File: config.mk
export PLATFORM = sky130hd
export DESIGN_NAME = chm_hash
export DESIGN_NICKNAME = d
export VERILOG_FILES = /design/src/hdl/chm_pkg.sv /design/src/hdl/chm_hash.sv
export SDC_FILE = /design/constraint.sdc
export NUM_CORES = 2
export LEC_CHECK = 0
export BUFFER_PORTS_ARGS = -buffer_cell sky130_fd_sc_hd__buf_2
export CORE_ASPECT_RATIO = 0.75
export CORE_UTILIZATION = 55
export DETAILED_ROUTE_END_ITERATION = 16
export GPL_ROUTABILITY_DRIVEN = 1
export PLACE_DENSITY = 0.75
export SYNTH_ARGS = -nofsm -noshare
export SYNTH_HDL_FRONTEND = slang
export SYNTH_SLANG_ARGS = --single-unit
export TNS_END_PERCENT = 20
File: constraint.sdc
create_clock -name clk -period 12.15 [get_ports clk]
set_input_delay 2.43 -clock clk [delete_from_list [all_inputs] [get_ports clk]]
set_output_delay 2.43 -clock clk [all_outputs]
set_load 0.03 [all_outputs]
File: src/hdl/chm_pkg.sv
// Shared types and constants for the chained hash map.
package chm_pkg;

  localparam int DEF_BUCKETS  = 64;
  localparam int DEF_CAPACITY = 256;

  localparam int          HASH_SHIFT = 33;
  localparam logic [63:0] MIX_C1     = 64'hff51afd7ed558ccd;
  localparam logic [63:0] MIX_C2     = 64'hc4ceb9fe1a85ec53;

  typedef enum logic [1:0] {
    OP_PUT    = 2'd0,
    OP_GET    = 2'd1,
    OP_REMOVE = 2'd2,
    OP_CLEAR  = 2'd3
  } op_t;

  typedef enum logic [1:0] {
    ST_OK        = 2'd0,
    ST_NOT_FOUND = 2'd1,
    ST_FULL      = 2'd2
  } status_t;

  typedef struct packed {
    op_t         op;
    logic [63:0] key;
    logic [63:0] value;
  } chm_req_t;

  typedef struct packed {
    status_t     status;
    logic [63:0] value;
  } chm_res_t;

endpackage

File: src/hdl/chm_hash.sv
// Murmur finalizer on a shared 32x32 multiplier, then bucket remainder a byte per cycle.
module chm_hash #(
  parameter int BUCKETS = chm_pkg::DEF_BUCKETS
) (
  input  logic        clk,
  input  logic        rst_n,
  input  logic        start,
  input  logic [63:0] key,
  output logic        done,
  output logic [((BUCKETS > 1) ? $clog2(BUCKETS) : 1)-1:0] bucket
);
  import chm_pkg::*;

  localparam int BIW = (BUCKETS > 1) ? $clog2(BUCKETS) : 1;
  localparam int RW  = $clog2(BUCKETS + 1);
  localparam logic [RW:0] BMOD = (RW + 1)'(BUCKETS);

  typedef enum logic [1:0] {H_IDLE, H_MUL, H_MOD, H_DONE} hstate_t;

  hstate_t     state_r, state_nxt;
  logic [63:0] x_r, x_nxt;
  logic [63:0] acc_r, acc_nxt;
  logic [63:0] prod_r, prod_nxt;
  logic [1:0]  ph_r, ph_nxt;
  logic        m_r, m_nxt;
  logic [2:0]  byte_r, byte_nxt;
  logic [RW-1:0] rem_r, rem_nxt;

  logic [63:0] cst, sum;
  logic [31:0] opa, opb;
  logic [RW:0] t;

  always_comb begin
    cst = m_r ? MIX_C2 : MIX_C1;
    case (ph_r)
      2'd0:    begin opa = x_r[31:0];  opb = cst[31:0];  end
      2'd1:    begin opa = x_r[63:32]; opb = cst[31:0];  end
      default: begin opa = x_r[31:0];  opb = cst[63:32]; end
    endcase
    sum = acc_r + {prod_r[31:0], 32'd0};
  end

  always_comb begin
    state_nxt = state_r;
    x_nxt     = x_r;
    acc_nxt   = acc_r;
    prod_nxt  = {32'd0, opa} * {32'd0, opb};
    ph_nxt    = ph_r;
    m_nxt     = m_r;
    byte_nxt  = byte_r;
    rem_nxt   = rem_r;
    t         = '0;
    unique case (state_r)
      H_IDLE: begin
        if (start) begin
          x_nxt     = key ^ (key >> HASH_SHIFT);
          ph_nxt    = 2'd0;
          m_nxt     = 1'b0;
          state_nxt = H_MUL;
        end
      end
      H_MUL: begin
        ph_nxt = ph_r + 2'd1;
        case (ph_r)
          2'd1:    acc_nxt = prod_r;
          2'd2:    acc_nxt = sum;
          2'd3: begin
            x_nxt = sum ^ (sum >> HASH_SHIFT);
            m_nxt = 1'b1;
            if (m_r) begin
              state_nxt = H_MOD;
              byte_nxt  = 3'd0;
              rem_nxt   = '0;
            end
          end
          default: ;
        endcase
      end
      H_MOD: begin
        // remainder of x by BUCKETS, MSB first, one compare-subtract per bit
        for (int i = 7; i >= 0; i--) begin
          t = {rem_nxt, x_r[56 + i]};
          if (t >= BMOD) t = t - BMOD;
          rem_nxt = t[RW-1:0];
        end
        x_nxt    = {x_r[55:0], 8'd0};
        byte_nxt = byte_r + 3'd1;
        if (byte_r == 3'd7) state_nxt = H_DONE;
      end
      H_DONE: state_nxt = H_IDLE;
      default: state_nxt = H_IDLE;
    endcase
  end

  always_ff @(posedge clk) begin
    if (!rst_n) begin
      state_r <= H_IDLE;
    end else begin
      state_r <= state_nxt;
    end
    x_r    <= x_nxt;
    acc_r  <= acc_nxt;
    prod_r <= prod_nxt;
    ph_r   <= ph_nxt;
    m_r    <= m_nxt;
    byte_r <= byte_nxt;
    rem_r  <= rem_nxt;
  end

  assign done   = (state_r == H_DONE);
  assign bucket = BIW'(rem_r);

endmodule

==> results_dict.tcl <==
set metrics [dict create \
    postCtsHoldBufs 0 \
    skew_ns 0.0173 \
    synthTopCellsByArea "fa_1 39%, ha_1 13%, edfxtp_1 11%" \
    row_count 85 \
    regArea_sq_um 5530 \
    grt_pass1_wl_um 197000 \
    syn_area_per_cell_sq_um 9.93 \
    vias_per_cell 5.94 \
    cts_buffers 19 \
    drc 0 \
    synth_top_cell_by_area "fa_1" \
    cts_tree "yes" \
    area_delta_synth_final_pct 5.14 \
    placed_cells 4968 \
    place_area_sq_um 41400 \
    synth_seq_area_share_pct 13.8 \
    dr_total_vias 29700 \
    finalSetupTns_ns 0 \
    cp_data_required_time_ns 12.59 \
    final.min_clock_period_ns 10.32 \
    insertion_delay_ns 0.53 \
    cp_slowest_stage_delay_ns 1.04 \
    cap_violations 0 \
    fp.dieW_um 313 \
    ys_warn_count 0 \
    cp-startpoint "ph_r[0]" \
    hold_path.startpoint "prod_r[43]" \
    clock-root-buffer "clkbuf_16" \
    drive_gt1_share_pct 6.55 \
    ys_ff_latch 206 \
    path_class "reg -> reg" \
    synthTopCellsByCount "924 x inv_1, 776 x fa_1, 400 x ha_1, 274 x nor2_1, 165 x nand2_1" \
    instances_no_fill 5002 \
    fin_nets 5275 \
    reg2reg_from "ph_r[0]" \
    antenna_found_initial 7 \
    grt_usage_pct 36.7 \
    grt-ovfl-total 0 \
    final_core_util_pct 58.5 \
    start_util_pct 55.7 \
    ys.flop_type "edfxtp_1" \
    clk_pin_slew_ns 0.08 \
    synth_cell_type_count 83 \
    final_max_slew_viol_count 0 \
    final.period_utilization_pct 84.9 \
    crit_arrival_ns 10.76 \
    hpwl_um 114000 \
    syn_area_sq_um 40000 \
    routabilityCongestion 1.07 \
    worst_pin_slew_ns 1.19 \
    setup.worst_path.start_class "register" \
    cp-end-kind "register" \
    first_global_vias 30000 \
    hold_path_class "reg -> reg" \
    io_buffers 73 \
    synth_edf_count 140 \
    crit_slowest_cell "ha_1" \
    clock_tree.buffer_depth 3 \
    rsz0062_at_grt "no" \
    synth_cells 4030 \
    die_y_um 236 \
    ant_nets 0 \
    outcome "finished, final reports clean" \
    wire_per_inst_um 26.4 \
    drt_iter0_markers 4003 \
    grt_max_degree 108 \
    ios 74 \
    firstDrtPassIters 6 \
    synthMostInstantiatedCell "inv_1" \
    cts_sinks 206 \
    core_region_area_sq_um 71900 \
    htreeDepth 1 \
    max-slew-margin-rel_pct 20.5 \
    multi_input_area_sq_um 30500 \
    async_flop_share_pct 0 \
    cp_max_fo 36 \
    routed_wl_um 132000 \
    die_area_sq_um 73900 \
    final-setup-viol-count 0 \
    diodes 0 \
    cpMostUsedCell "fa_1" \
    yosysTopAreaCellShare_pct 38.8 \
    max_freq_mhz 96.9 \
    ctsResizeCount 0 \
    synth_fp_nets 5273 \
    fillCellCount 6232 \
    hold_viol 0 \
    final_area_sq_um 42100 \
    post_cts_buffers 0 \
]
==> path summary, 6_finish.rpt <==
path	end	slack, ns	depth (start not counted)
worst max-delay path	prod_r[61]	1.83	30
worst max register to register	prod_r[61]	1.83	30
worst min-delay path	acc_r[43]	0.55	1
worst min register to register	acc_r[43]	0.55	1
==> state kept, by name, summed over array words and instances, names as in the netlist <==
register	flops
rem_r	6
m_r	1
x_r	64
ph_r	2
state_r	2
acc_r	64
byte_r	3
prod_r	64
==> metal layers <==
layer | share of wire, % | GRT usage [%] | vias up
met5 | 0.024 | 0 | -
met4 | 3.8 | 10.8 | 6
met3 | 16 | 14.1 | 287
met2 | 40 | 49.9 | 1967
met1 | 40 | 53.8 | 14900
li1 | - | - | 12600
==> cells by family after synthesis <==
group | count (synthesis) | share of synthesized area [%]
AOI/OAI and AO/OA | 503 | 8.56
xor gates and xnor gates | 234 | 5.16
adders and majority gates | 1179 | 51.4
buffers and inverters | 1066 | 10.0
DFF | 206 | 13.8
muxes | 66 | 1.79
other | 1 | 0.00937
and+or+nand+nor | 775 | 9.25
==> cell type report <==
type                            instances  share of cell area, %
Clock buffer                           27                   1.30
Sequential cell                       206                   13.1
Inverter                              927                   8.27
Multi-Input combinational cell       2758                   72.5
Clock inverter                          7                  0.226
Timing Repair Buffer                  120                   1.71
Tap cell                              957                   2.85
==> worst max-delay path: cells and delay by family (launching register included) <==
kind                       cells  cell delay, ns
AOI/OAI and AO/OA             11            2.72
and+or+nand+nor                3            0.82
DFF                            1            0.44
buffers and inverters          4            0.58
adders and majority gates     11            5.49
xor gates and xnor gates       1            0.15
==> placed cells by master, fill, tap and decap left out, drive strengths merged, types with 22 or more instances in the layout <==
cell and instances:
nor2 274, xnor2 151, or2 34, nand2b 50, clkbuf 27, mux2 44, fa 776, mux2i 22
xor2 82, nor2b 73, buf 120, dfxtp 66, a21oi 149, nand2 165, nand3 34, nor3 22
o221ai 22, o21bai 29, edfxtp 140, a22oi 34, and2 81, o21ai 67, inv 926, a21o 96
ha 400
==> metrics by stage <==
step	worst slack [ns]	hold slack, ns
2_1_floorplan	2.07	0.509
3_3_place_gp	2.41	0.519
3_5_place_dp	2.21	0.523
4_1_cts	2.14	0.543
5_1_grt	1.62	0.557
6_report	1.83	0.547
Power is left out: the tool's default activity adds up to more than one toggle a clock period on the data nets, which glitch-free logic cannot reach.
